**src/rtl/overlay_range_table_defines.svh**
```systemverilog
// Assertion macros shared by the overlay range table RTL.
// Included by the controller and datapath modules; no other dependencies.
`ifndef OVERLAY_RANGE_TABLE_DEFINES_SVH
`define OVERLAY_RANGE_TABLE_DEFINES_SVH

// Same-cycle implication: cons must hold whenever ante holds.
`define ORT_ASSERT_SAME(label, clk, rst, ante, cons) \
   label: assert property (@(posedge clk) disable iff (rst) (ante) |-> (cons)) \
      else $error("overlay range table: same-cycle check failed");

// Next-cycle implication: cons must hold in the cycle after ante.
`define ORT_ASSERT_NEXT(label, clk, rst, ante, cons) \
   label: assert property (@(posedge clk) disable iff (rst) (ante) |=> (cons)) \
      else $error("overlay range table: next-cycle check failed");

`endif

```
**src/rtl/ort_pkg.sv**
```systemverilog
// Shared types and constants for the overlay range table.
// No dependencies; imported by every module of the block.
`timescale 1ns / 1ps

package ort_pkg;

   localparam int MAX_ENTRIES_DEFAULT = 16;

   localparam int OP_W    = 2;
   localparam int TAG_W   = 32;
   localparam int FOFF_W  = 32;
   localparam int SEG_W   = 16;
   localparam int BOFF_W  = 16;
   localparam int LEN_W   = 16;
   localparam int ADDR_W  = 21;
   localparam int GEN_W   = 32;
   localparam int INDEX_W = 4;
   localparam int COUNT_W = 5;

   localparam logic [OP_W-1:0] OP_RECORD = 2'd0;
   localparam logic [OP_W-1:0] OP_LOOKUP = 2'd1;
   localparam logic [OP_W-1:0] OP_CLEAR  = 2'd2;

   typedef struct packed {
      logic [ADDR_W-1:0] first_byte;
      logic [ADDR_W-1:0] last_byte;
      logic [TAG_W-1:0]  file_tag;
      logic [FOFF_W-1:0] src_offset;
      logic [LEN_W-1:0]  length;
      logic [GEN_W-1:0]  generation;
   } entry_type;

   typedef struct packed {
      logic capture;
      logic gen_inc;
      logic clear_table;
      logic pass_start;
      logic pass_evict;
      logic pass_step;
      logic pass_commit;
      logic look_start;
      logic look_step;
      logic append;
      logic load_rsp;
   } ort_cmd_type;

   typedef struct packed {
      logic is_record;
      logic is_lookup;
      logic is_clear;
      logic len_zero;
      logic resident;
      logic pass_done;
      logic look_done;
      logic full;
   } ort_status_type;

endpackage

```
**src/rtl/ort_datapath.sv**
```systemverilog
// Datapath of the overlay range table: entry memory, scan pointers, counters
// and result registers. Depends on ort_pkg and overlay_range_table_defines.svh.
`timescale 1ns / 1ps
`include "overlay_range_table_defines.svh"

module ort_datapath
   import ort_pkg::*;
#(
   parameter int MAX_ENTRIES = MAX_ENTRIES_DEFAULT
) (
   input  logic                 clock,
   input  logic                 reset,
   input  ort_cmd_type          cmd,
   output ort_status_type       status,
   input  logic [OP_W-1:0]      req_operation,
   input  logic [TAG_W-1:0]     req_file_tag,
   input  logic [FOFF_W-1:0]    req_file_offset,
   input  logic [SEG_W-1:0]     req_segment,
   input  logic [BOFF_W-1:0]    req_buffer_offset,
   input  logic [LEN_W-1:0]     req_read_length,
   input  logic                 req_resident_image,
   output logic                 rsp_found,
   output logic [INDEX_W-1:0]   rsp_entry_index,
   output logic [GEN_W-1:0]     rsp_entry_generation,
   output logic [COUNT_W-1:0]   rsp_entry_count
);

   localparam int IDX_W = $clog2(MAX_ENTRIES);
   localparam int CNT_W = $clog2(MAX_ENTRIES + 1);

   // captured request
   logic [OP_W-1:0]   op_ff;
   logic [TAG_W-1:0]  tag_ff;
   logic [FOFF_W-1:0] foff_ff;
   logic [LEN_W-1:0]  len_ff;
   logic [ADDR_W-1:0] first_ff;
   logic [ADDR_W-1:0] last_ff;
   logic              resident_ff;

   // table state and scan control
   logic [CNT_W-1:0]  count_ff;
   logic [GEN_W-1:0]  gen_ff;
   logic [CNT_W-1:0]  rd_idx_ff;
   logic [IDX_W-1:0]  rd_pos_ff;
   logic              rd_valid_ff;
   logic [CNT_W-1:0]  kept_ff;
   logic              evict_ff;
   logic              found_ff;
   logic [IDX_W-1:0]  hit_index_ff;
   logic [GEN_W-1:0]  hit_gen_ff;

   entry_type         mem [MAX_ENTRIES];
   entry_type         rd_data_ff;

   // output registers
   logic               rsp_found_ff;
   logic [INDEX_W-1:0] rsp_index_ff;
   logic [GEN_W-1:0]   rsp_gen_ff;
   logic [COUNT_W-1:0] rsp_count_ff;

   logic [ADDR_W-1:0] first_in;
   logic [ADDR_W-1:0] last_in;
   logic              overlap;
   logic              drop;
   logic              rd_fwd;
   logic              rd_back;
   logic              look_hit;
   logic              rd_en;
   logic [IDX_W-1:0]  rd_addr;
   logic              wr_en;
   logic [IDX_W-1:0]  wr_addr;
   entry_type         wr_data;
   entry_type         new_entry;

   assign first_in = ADDR_W'({req_segment, 4'b0000}) + ADDR_W'(req_buffer_offset);
   assign last_in  = first_ff + ADDR_W'(len_ff) - ADDR_W'(1);

   assign overlap  = (rd_data_ff.first_byte <= last_ff) && (first_ff <= rd_data_ff.last_byte);
   assign drop     = evict_ff ? (rd_pos_ff == '0) : overlap;
   assign rd_fwd   = rd_idx_ff < count_ff;
   assign rd_back  = rd_idx_ff != '0;
   assign look_hit = rd_valid_ff && (rd_data_ff.file_tag == tag_ff)
                     && (rd_data_ff.src_offset == foff_ff) && (rd_data_ff.length == len_ff);

   always_comb begin
      new_entry.first_byte  = first_ff;
      new_entry.last_byte   = last_ff;
      new_entry.file_tag    = tag_ff;
      new_entry.src_offset  = foff_ff;
      new_entry.length      = len_ff;
      new_entry.generation  = gen_ff;
   end

   assign rd_en   = (cmd.pass_step && rd_fwd) || (cmd.look_step && rd_back);
   assign rd_addr = cmd.look_step ? IDX_W'(rd_idx_ff - CNT_W'(1)) : IDX_W'(rd_idx_ff);
   assign wr_en   = (cmd.pass_step && rd_valid_ff && !drop) || cmd.append;
   assign wr_addr = cmd.append ? IDX_W'(count_ff) : IDX_W'(kept_ff);
   assign wr_data = cmd.append ? new_entry : rd_data_ff;

   always_comb begin
      status.is_record = op_ff == OP_RECORD;
      status.is_lookup = op_ff == OP_LOOKUP;
      status.is_clear  = op_ff == OP_CLEAR;
      status.len_zero  = len_ff == '0;
      status.resident  = resident_ff;
      status.pass_done = (rd_idx_ff == count_ff) && !rd_valid_ff;
      status.look_done = look_hit || (!rd_back && !rd_valid_ff);
      status.full      = count_ff >= CNT_W'(MAX_ENTRIES);
   end

   // entry memory: one write and one registered read per cycle
   always_ff @(posedge clock) begin
      if (wr_en) begin
         mem[wr_addr] <= wr_data;
      end
      if (rd_en) begin
         rd_data_ff <= mem[rd_addr];
      end
   end

   always_ff @(posedge clock) begin
      if (cmd.capture) begin
         op_ff       <= req_operation;
         tag_ff      <= req_file_tag;
         foff_ff     <= req_file_offset;
         len_ff      <= req_read_length;
         first_ff    <= first_in;
         resident_ff <= req_resident_image;
      end
      if (cmd.gen_inc) begin
         last_ff <= last_in;
      end
      if (cmd.look_step && look_hit) begin
         hit_index_ff <= rd_pos_ff;
         hit_gen_ff   <= rd_data_ff.generation;
      end
      if (cmd.load_rsp) begin
         rsp_found_ff <= found_ff;
         rsp_index_ff <= found_ff ? INDEX_W'(hit_index_ff) : '0;
         rsp_gen_ff   <= found_ff ? hit_gen_ff : '0;
         rsp_count_ff <= COUNT_W'(count_ff);
      end
   end

   always_ff @(posedge clock) begin
      if (reset) begin
         count_ff    <= '0;
         gen_ff      <= '0;
         rd_idx_ff   <= '0;
         rd_pos_ff   <= '0;
         rd_valid_ff <= 1'b0;
         kept_ff     <= '0;
         evict_ff    <= 1'b0;
         found_ff    <= 1'b0;
      end else begin
         if (cmd.capture) begin
            found_ff <= 1'b0;
         end
         if (cmd.gen_inc) begin
            gen_ff <= gen_ff + GEN_W'(1);
         end
         if (cmd.clear_table) begin
            count_ff <= '0;
            gen_ff   <= '0;
         end
         if (cmd.pass_start) begin
            rd_idx_ff   <= '0;
            kept_ff     <= '0;
            rd_valid_ff <= 1'b0;
            evict_ff    <= cmd.pass_evict;
         end
         if (cmd.look_start) begin
            rd_idx_ff   <= count_ff;
            rd_valid_ff <= 1'b0;
         end
         if (cmd.pass_step) begin
            rd_valid_ff <= rd_fwd;
            if (rd_fwd) begin
               rd_idx_ff <= rd_idx_ff + CNT_W'(1);
               rd_pos_ff <= IDX_W'(rd_idx_ff);
            end
            if (rd_valid_ff && !drop) begin
               kept_ff <= kept_ff + CNT_W'(1);
            end
         end
         if (cmd.look_step) begin
            rd_valid_ff <= rd_back;
            if (rd_back) begin
               rd_idx_ff <= rd_idx_ff - CNT_W'(1);
               rd_pos_ff <= IDX_W'(rd_idx_ff - CNT_W'(1));
            end
            if (look_hit) begin
               found_ff <= 1'b1;
            end
         end
         if (cmd.pass_commit) begin
            count_ff <= kept_ff;
         end
         if (cmd.append) begin
            count_ff <= count_ff + CNT_W'(1);
         end
      end
   end

   assign rsp_found            = rsp_found_ff;
   assign rsp_entry_index      = rsp_index_ff;
   assign rsp_entry_generation = rsp_gen_ff;
   assign rsp_entry_count      = rsp_count_ff;

   `ORT_ASSERT_SAME(a_count_bound, clock, reset, 1'b1, count_ff <= CNT_W'(MAX_ENTRIES))
   `ORT_ASSERT_NEXT(a_append_grows, clock, reset, cmd.append, count_ff == $past(count_ff) + CNT_W'(1))
   `ORT_ASSERT_SAME(a_hit_in_table, clock, reset, found_ff, CNT_W'(hit_index_ff) < count_ff)

endmodule

```
**src/rtl/ort_controller.sv**
```systemverilog
// Sequencing state machine of the overlay range table.
// Depends on ort_pkg and overlay_range_table_defines.svh.
`timescale 1ns / 1ps
`include "overlay_range_table_defines.svh"

module ort_controller
   import ort_pkg::*;
(
   input  logic           clock,
   input  logic           reset,
   input  logic           req_valid,
   output logic           req_stall,
   output logic           rsp_valid,
   input  logic           rsp_stall,
   output ort_cmd_type    cmd,
   input  ort_status_type status
);

   typedef enum logic [2:0] {
      S_IDLE,
      S_DECODE,
      S_COMPACT,
      S_EVICT_CHK,
      S_EVICT,
      S_APPEND,
      S_LOOKUP,
      S_RESULT
   } state_type;

   state_type state_ff;
   state_type state_in;
   logic      rsp_valid_ff;
   logic      rsp_valid_in;

   always_comb begin
      cmd      = '0;
      state_in = state_ff;
      case (state_ff)
         S_IDLE: begin
            cmd.capture = req_valid;
            if (req_valid) begin
               state_in = S_DECODE;
            end
         end
         S_DECODE: begin
            state_in = S_RESULT;
            if (status.is_record && !status.len_zero) begin
               cmd.gen_inc    = 1'b1;
               cmd.pass_start = 1'b1;
               state_in       = S_COMPACT;
            end else if (status.is_lookup && !status.resident) begin
               cmd.look_start = 1'b1;
               state_in       = S_LOOKUP;
            end else if (status.is_clear) begin
               cmd.clear_table = 1'b1;
            end
         end
         S_COMPACT: begin
            if (status.pass_done) begin
               cmd.pass_commit = 1'b1;
               state_in        = S_EVICT_CHK;
            end else begin
               cmd.pass_step = 1'b1;
            end
         end
         S_EVICT_CHK: begin
            if (status.full) begin
               cmd.pass_start = 1'b1;
               cmd.pass_evict = 1'b1;
               state_in       = S_EVICT;
            end else begin
               state_in = S_APPEND;
            end
         end
         S_EVICT: begin
            if (status.pass_done) begin
               cmd.pass_commit = 1'b1;
               state_in        = S_APPEND;
            end else begin
               cmd.pass_step = 1'b1;
            end
         end
         S_APPEND: begin
            cmd.append = 1'b1;
            state_in   = S_RESULT;
         end
         S_LOOKUP: begin
            cmd.look_step = 1'b1;
            if (status.look_done) begin
               state_in = S_RESULT;
            end
         end
         S_RESULT: begin
            cmd.load_rsp = !rsp_valid_ff || !rsp_stall;
            if (cmd.load_rsp) begin
               state_in = S_IDLE;
            end
         end
         default: begin
            state_in = S_IDLE;
         end
      endcase
   end

   always_comb begin
      rsp_valid_in = rsp_valid_ff;
      if (cmd.load_rsp) begin
         rsp_valid_in = 1'b1;
      end else if (!rsp_stall) begin
         rsp_valid_in = 1'b0;
      end
   end

   always_ff @(posedge clock) begin
      if (reset) begin
         state_ff     <= S_IDLE;
         rsp_valid_ff <= 1'b0;
      end else begin
         state_ff     <= state_in;
         rsp_valid_ff <= rsp_valid_in;
      end
   end

   assign req_stall = state_ff != S_IDLE;
   assign rsp_valid = rsp_valid_ff;

   `ORT_ASSERT_NEXT(a_accept_decode, clock, reset, req_valid && !req_stall, state_ff == S_DECODE)
   `ORT_ASSERT_NEXT(a_result_waits, clock, reset, (state_ff == S_RESULT) && !cmd.load_rsp, (state_ff == S_RESULT) && rsp_valid_ff)
   `ORT_ASSERT_NEXT(a_rsp_held, clock, reset, rsp_valid_ff && rsp_stall, rsp_valid_ff)

endmodule

```
**src/rtl/overlay_range_table.sv**
```systemverilog
// Top level of the overlay range table: controller plus datapath.
// Depends on ort_pkg, ort_controller and ort_datapath.
`timescale 1ns / 1ps

// Overlay range table. Keeps up to MAX_ENTRIES loaded memory ranges, packed
// oldest first. A record with nonzero length drops every entry whose physical
// byte range (segment*16 + offset, length bytes) overlaps the new one, evicts
// the oldest if the table is still full, and appends the new entry under the
// next generation number. A lookup searches newest first for a matching file
// tag, file offset and length (never matching for a resident image); a clear
// empties the table and zeroes the generation. Every request gives exactly
// one response carrying the entry count after the operation. One request is
// handled at a time, and each table pass reads one entry per cycle from the
// entry memory (one read port, one write port). A new request is taken while a
// finished response still waits in the output register. No clearing pass after
// reset: only filled entries are read.

module overlay_range_table
   import ort_pkg::*;
#(
   parameter int MAX_ENTRIES = MAX_ENTRIES_DEFAULT
) (
   input  logic               clock,
   input  logic               reset,
   // request channel
   input  logic               req_valid,
   output logic               req_stall,
   input  logic [OP_W-1:0]    req_operation,
   input  logic [TAG_W-1:0]   req_file_tag,
   input  logic [FOFF_W-1:0]  req_file_offset,
   input  logic [SEG_W-1:0]   req_segment,
   input  logic [BOFF_W-1:0]  req_buffer_offset,
   input  logic [LEN_W-1:0]   req_read_length,
   input  logic               req_resident_image,
   // response channel
   output logic               rsp_valid,
   input  logic               rsp_stall,
   output logic               rsp_found,
   output logic [INDEX_W-1:0] rsp_entry_index,
   output logic [GEN_W-1:0]   rsp_entry_generation,
   output logic [COUNT_W-1:0] rsp_entry_count
);

   ort_cmd_type    cmd;
   ort_status_type status;

   // Controller: sequences decode, the overlap/eviction compaction passes,
   // the append and the lookup scan, and owns both handshakes.
   ort_controller u_ctrl (
      .clock     (clock),
      .reset     (reset),
      .req_valid (req_valid),
      .req_stall (req_stall),
      .rsp_valid (rsp_valid),
      .rsp_stall (rsp_stall),
      .cmd       (cmd),
      .status    (status)
   );

   // Datapath: request capture, entry memory, scan pointers, entry count,
   // generation counter and the response payload register.
   ort_datapath #(
      .MAX_ENTRIES (MAX_ENTRIES)
   ) u_dp (
      .clock                (clock),
      .reset                (reset),
      .cmd                  (cmd),
      .status               (status),
      .req_operation        (req_operation),
      .req_file_tag         (req_file_tag),
      .req_file_offset      (req_file_offset),
      .req_segment          (req_segment),
      .req_buffer_offset    (req_buffer_offset),
      .req_read_length      (req_read_length),
      .req_resident_image   (req_resident_image),
      .rsp_found            (rsp_found),
      .rsp_entry_index      (rsp_entry_index),
      .rsp_entry_generation (rsp_entry_generation),
      .rsp_entry_count      (rsp_entry_count)
   );

endmodule

```
**config.mk**
```make
export PLATFORM = sky130hd
export DESIGN_NAME = overlay_range_table
export DESIGN_NICKNAME = d
export VERILOG_FILES = /design/src/rtl/ort_pkg.sv /design/src/rtl/ort_datapath.sv /design/src/rtl/ort_controller.sv /design/src/rtl/overlay_range_table.sv
export VERILOG_INCLUDE_DIRS = /design/src /design/src/rtl
export SDC_FILE = /design/constraint.sdc
export NUM_CORES = 2
export LEC_CHECK = 0
export BUFFER_PORTS_ARGS = -buffer_cell sky130_fd_sc_hd__buf_2
export CORE_MARGIN = 4
export CORE_UTILIZATION = 53
export DETAILED_ROUTE_END_ITERATION = 8
export PLACE_DENSITY = 0.77
export SLEW_MARGIN = 20
export SYNTH_ARGS = -nofsm -noshare
export SYNTH_HDL_FRONTEND = slang
export SYNTH_HIERARCHICAL = 1
export SYNTH_SLANG_ARGS = --single-unit
```
**constraint.sdc**
```tcl
create_clock -name clock -period 40.8 [get_ports clock]
set_input_delay 8.16 -clock clock [delete_from_list [all_inputs] [get_ports clock]]
set_output_delay 8.16 -clock clock [all_outputs]
set_load 0.005 [all_outputs]
```
==> impl_summary.md <==
Cells and area
From synthesis to final layout, the design area changed by 12.6%. In the final layout, the share of cells above drive strength 1 is 0.286. The net count of the finished layout is 5,646. Counting the fill cells in the layout gives 13,900. Summing all flip-flop and latch instances after layout gives 0.0859 mm^2. Summing all multi-input logic gate instances after layout gives 0.0252 mm^2.

STA
The minimum setup slack in the final design is 30,690 ps. The worst clock skew is 70.8 ps. At the pin with the least slew margin, the transition time is 1350 ps.

The highest clock rate is 0.0989 GHz. The total count of max-transition violations in the final report came to 0. Of the available clock period, the critical path in the final layout requires 0.248. In this run the tightest slew margin relative to its limit is 0.0950. Setup repair after global routing left no endpoint under its margin.

Setup violations remaining at the end of the flow were counted as 0. Counting I/O delays and the setup requirement, the final critical path takes 10,110 ps. The worst hold slack is 461 ps. In the final timing run, aggregate negative setup slack is 0 ps. The total count of hold-check failures in the final report is 0.

Detailed routing
In the final routed layout, each cell accounts on average for 32.6 um. The count of unresolved DRC violations after routing is 0. The number of DRC violations after detailed-routing iteration 0 is 7,610. In the routed layout, each cell is associated on average with a via count of 6.49. The number of iterations in the first detailed-routing pass is 6. The final wirelength is 276,000 um.

The remaining antenna violation count is 0. Across all layers, the routed design uses 54,900 vias.

Clock network
TritonCTS built the clock tree. The post-CTS setup-driven buffer insertion count is 0. The maximum level of the CTS H-tree is 5. The cell chosen for the clock root is clkbuf_16. For this design, the CTS-stage hold fixing added 0 buffers. The clock latency on the worst-skew pair is 950 ps. The longest clock path from root to sink contains 4 buffers. The number of gates resized after CTS was 0.

The clock edge transition at the registers on the reported setup and hold paths is 60 ps. The number of sinks handled by clock tree synthesis is 2,879. In this run, CTS created clock tree buffers numbering 300.

Setup path
The highest net fanout along the worst path is 12. The kind of end point of the critical path is an output port. The nature of the critical path startpoint is a flop. The largest stage delay on the critical path is 460 ps. The type of the worst setup path is flop to output port. The worst register-to-register path has a setup slack of 34,980 ps.

Data arrives at the worst endpoint at 1950 ps. The last element of the critical path is req_stall. In this run the critical register-to-register path is captured at u_dp/rd_data_ff[84]. The number of cells on the worst reg-to-reg path is 9. Counting both buffers and inverters, the worst setup path holds a total of 1.

For this design, the slowest cell found on the critical path is or3_1. Tracing the worst setup path back leads to its startpoint at u_ctrl/state_ff[1]. The critical path required time is 32,640 ps.

The critical path runs through a total of 2 cells. The critical path goes through or3_1 -> buf_2. The largest delay contributor family on the critical path is simple AND/OR/NAND/NOR gates.

The startpoint identified for the worst register-to-register timing path is u_ctrl/state_ff[1].

Synth
Sorting the synthesized cells by area gives the leading types as edfxtp_1 (75%), mux4_2 (15%), mux2_2 (1.2%). The number of warnings reported in the yosys synthesis log is 6. The share of the yosys chip area belonging to registers is 0.765.

The dominant cell type by area after synthesis is edfxtp_1. Counting distinct cell types in the post-synthesis netlist gives 65. The number of synthesized register bits is 2,879. The number of cells produced by synthesis is 5,065. The most used flip-flop cell after synthesis is edfxtp_1. Counting flops with a built-in enable in the synthesized netlist gives 2,821.

Synthesis produced a netlist with a net count of 5,287. Of the post-synthesis cell area, the dominant cell type holds 0.754. The post-synthesis instance area is 0.112 mm^2.

The synthesized area per cell is 22.2 um^2. Counting flops with an async set or reset pin after synthesis yields a share of 0.

Floorplanning
In this run the horizontal extent of the chip is 468 um. The area of the core is 0.210 mm^2. The die covers 0.219 mm^2. In this run the core area contains 168 standard-cell rows. The vertical die dimension is 468 um. The initial utilization of the core area, before any placement, comes to 0.534.

163 I/O pins were placed.

Placement
The count of buffers inserted at the top-level ports is 162. The pre-CTS setup slack is 30,270 ps. After legalization and detailed placement, the total HPWL measured 135,000 um. At the end of routability-driven placement, the weighted congestion stood at 0.825.

GRT
The first global-routing pass estimated 401,000 um of wire. The number of global-route vias before repair is 56,800. The layer with the highest usage is met2.

The overall track demand over capacity in global routing is 0.253. For this run, global-route usage on met3 was measured as 0.0460. The number of antenna violations at the first check in global routing came to 9. Entering global routing, the biggest net connects 153 pins. For this run, global-route usage on met1 was measured as 0.345.

For this run, global-route usage on met2 was measured as 0.412. The total congestion overflow after global routing is 0.

Pwr
The power density over cell area is 52.2 mW/mm^2. The leakage dissipation is 40.7 nW. The worst-case IR drop observed on VDD is 0.0506 mV.

Run
Max-cap violations in this run came to 0.

Run status
The run finished with clean final reports.

Worst hold path
The path category of the worst min-delay check is flop to flop.
[worst min-delay path by stage]
stage                              startpoint                      end  slack (ps)  depth (start not counted)
after global routing      u_dp/rd_data_ff[16]      u_dp/hit_gen_ff[16]         480                          0
after detailed placement    u_dp/rd_pos_ff[3]     u_dp/hit_index_ff[3]         460                          0
final                     u_dp/rd_data_ff[16]      u_dp/hit_gen_ff[16]         460                          0
after CTS                 u_dp/rd_data_ff[16]      u_dp/hit_gen_ff[16]         470                          0
after global placement     u_dp/rd_data_ff[2]       u_dp/hit_gen_ff[2]         430                          0
after floorplan              u_dp/count_ff[2]  u_dp/rsp_entry_count[2]         410                          0
[synthesized netlist by cell type (7+ instances only)]
master and count:
nor4_1 14, nor2b_1 17, nand4_1 26, or2_2 7, nor3b_1 11, o21a_1 11, buf_1 24, edfxtp_1 2821
mux2i_1 8, nand2b_1 15, ha_1 101, a211oi_1 7, a31oi_1 8, xor2_1 40, and2_1 42, o31ai_1 11
o22ai_1 19, mux2_2 116, and3_1 19, mux4_2 770, inv_1 161, buf_2 74, or3_1 10, dfxtp_1 58
a21o_1 18, o21ai_0 67, o21bai_1 7, nor2_1 90, nand2_1 107, xnor2_1 68, nand3_1 39, clkbuf_1 121
o2bb2ai_1 7, nor3_1 25, a21oi_1 54
[layout make-up]
cell class / count / share of cell area
clock buffers: 371 / 0.0629
inverters: 161 / 0.00478
well taps: 2805 / 0.0278
diodes: 10 / 0.000198
repair buffers: 281 / 0.0155
flip-flops and latches: 2879 / 0.679
multi-input cells: 1801 / 0.199
clock inverters: 147 / 0.0105
[metrics by stage]
| stage | total power, mW | cell area [um^2] | util | cells |
|---|---|---|---|---|
| after floorplan | 3.85 | 112000 | - | 5065 |
| after global placement | 4.01 | 117000 | 0.557 | 7926 |
| after detailed placement | 4.02 | 117000 | 0.557 | 7927 |
| after CTS | 6.63 | 126000 | 0.601 | 8445 |
| after global routing | 6.81 | 126000 | 0.602 | 8455 |
| final | 6.60 | 126000 | 0.602 | 8455 |
[sequential cells by signal (all words and copies together) (netlist names), 2 cells and up]
register / flops
u_ctrl/state_ff: 3
u_dp/count_ff: 5
u_dp/first_ff: 21
u_dp/foff_ff: 32
u_dp/gen_ff: 32
u_dp/hit_gen_ff: 32
u_dp/hit_index_ff: 4
u_dp/kept_ff: 5
u_dp/last_ff: 21
u_dp/len_ff: 16
u_dp/mem: 2464
u_dp/op_ff: 2
u_dp/rd_data_ff: 154
u_dp/rd_idx_ff: 5
u_dp/rd_pos_ff: 4
u_dp/rsp_entry_count: 5
u_dp/rsp_entry_generation: 32
u_dp/rsp_entry_index: 4
u_dp/tag_ff: 32
[routing by layer]
layer	vias to the layer above	routed length, um
li1	21900	-
met1	28700	99900
met2	3680	136000
met3	656	27600
met4	6	11900
met5	-	42
[kinds of logic after synthesis]
family / count (synthesis) / share of synthesized area
AND/OR/NAND/NOR: 440 / 0.0199
flip-flops: 2879 / 0.765
AO/OA/AOI/OAI: 253 / 0.0144
multiplexers: 897 / 0.167
adder cells (fa/ha/maj): 103 / 0.0116
XOR/XNOR: 108 / 0.00842
buffers and inverters: 385 / 0.0139
[cells in the final DEF (no fill, tap or decap), types with 15 or more instances in the layout]
master,netlist,layout
a21o_1,18,18
a21oi_1,54,53
and2_1,42,41
and3_1,19,19
buf_12,0,19
buf_2,74,162
buf_4,4,99
bufinv_16,0,21
clkbuf_1,121,60
clkbuf_16,0,306
clkinv_1,0,54
clkinv_2,0,38
clkinvlp_4,0,16
dfxtp_1,58,58
edfxtp_1,2821,2821
ha_1,101,101
inv_1,161,161
mux2_2,116,116
mux4_2,770,770
nand2_1,107,106
nand2b_1,15,15
nand3_1,39,39
nand4_1,26,26
nor2_1,90,89
nor2b_1,17,16
nor3_1,25,25
o21ai_0,67,58
xnor2_1,68,67
xor2_1,40,38
[where the power goes]
part	leakage [nW]	internal, mW	switching (mW)	total (mW)
clock network	4.50	1.52	1.11	2.62
logic	10.2	0.259	0.326	0.584
registers	26.0	3.34	0.0510	3.39
No activity file was read; power rests on OpenSTA's default activity.
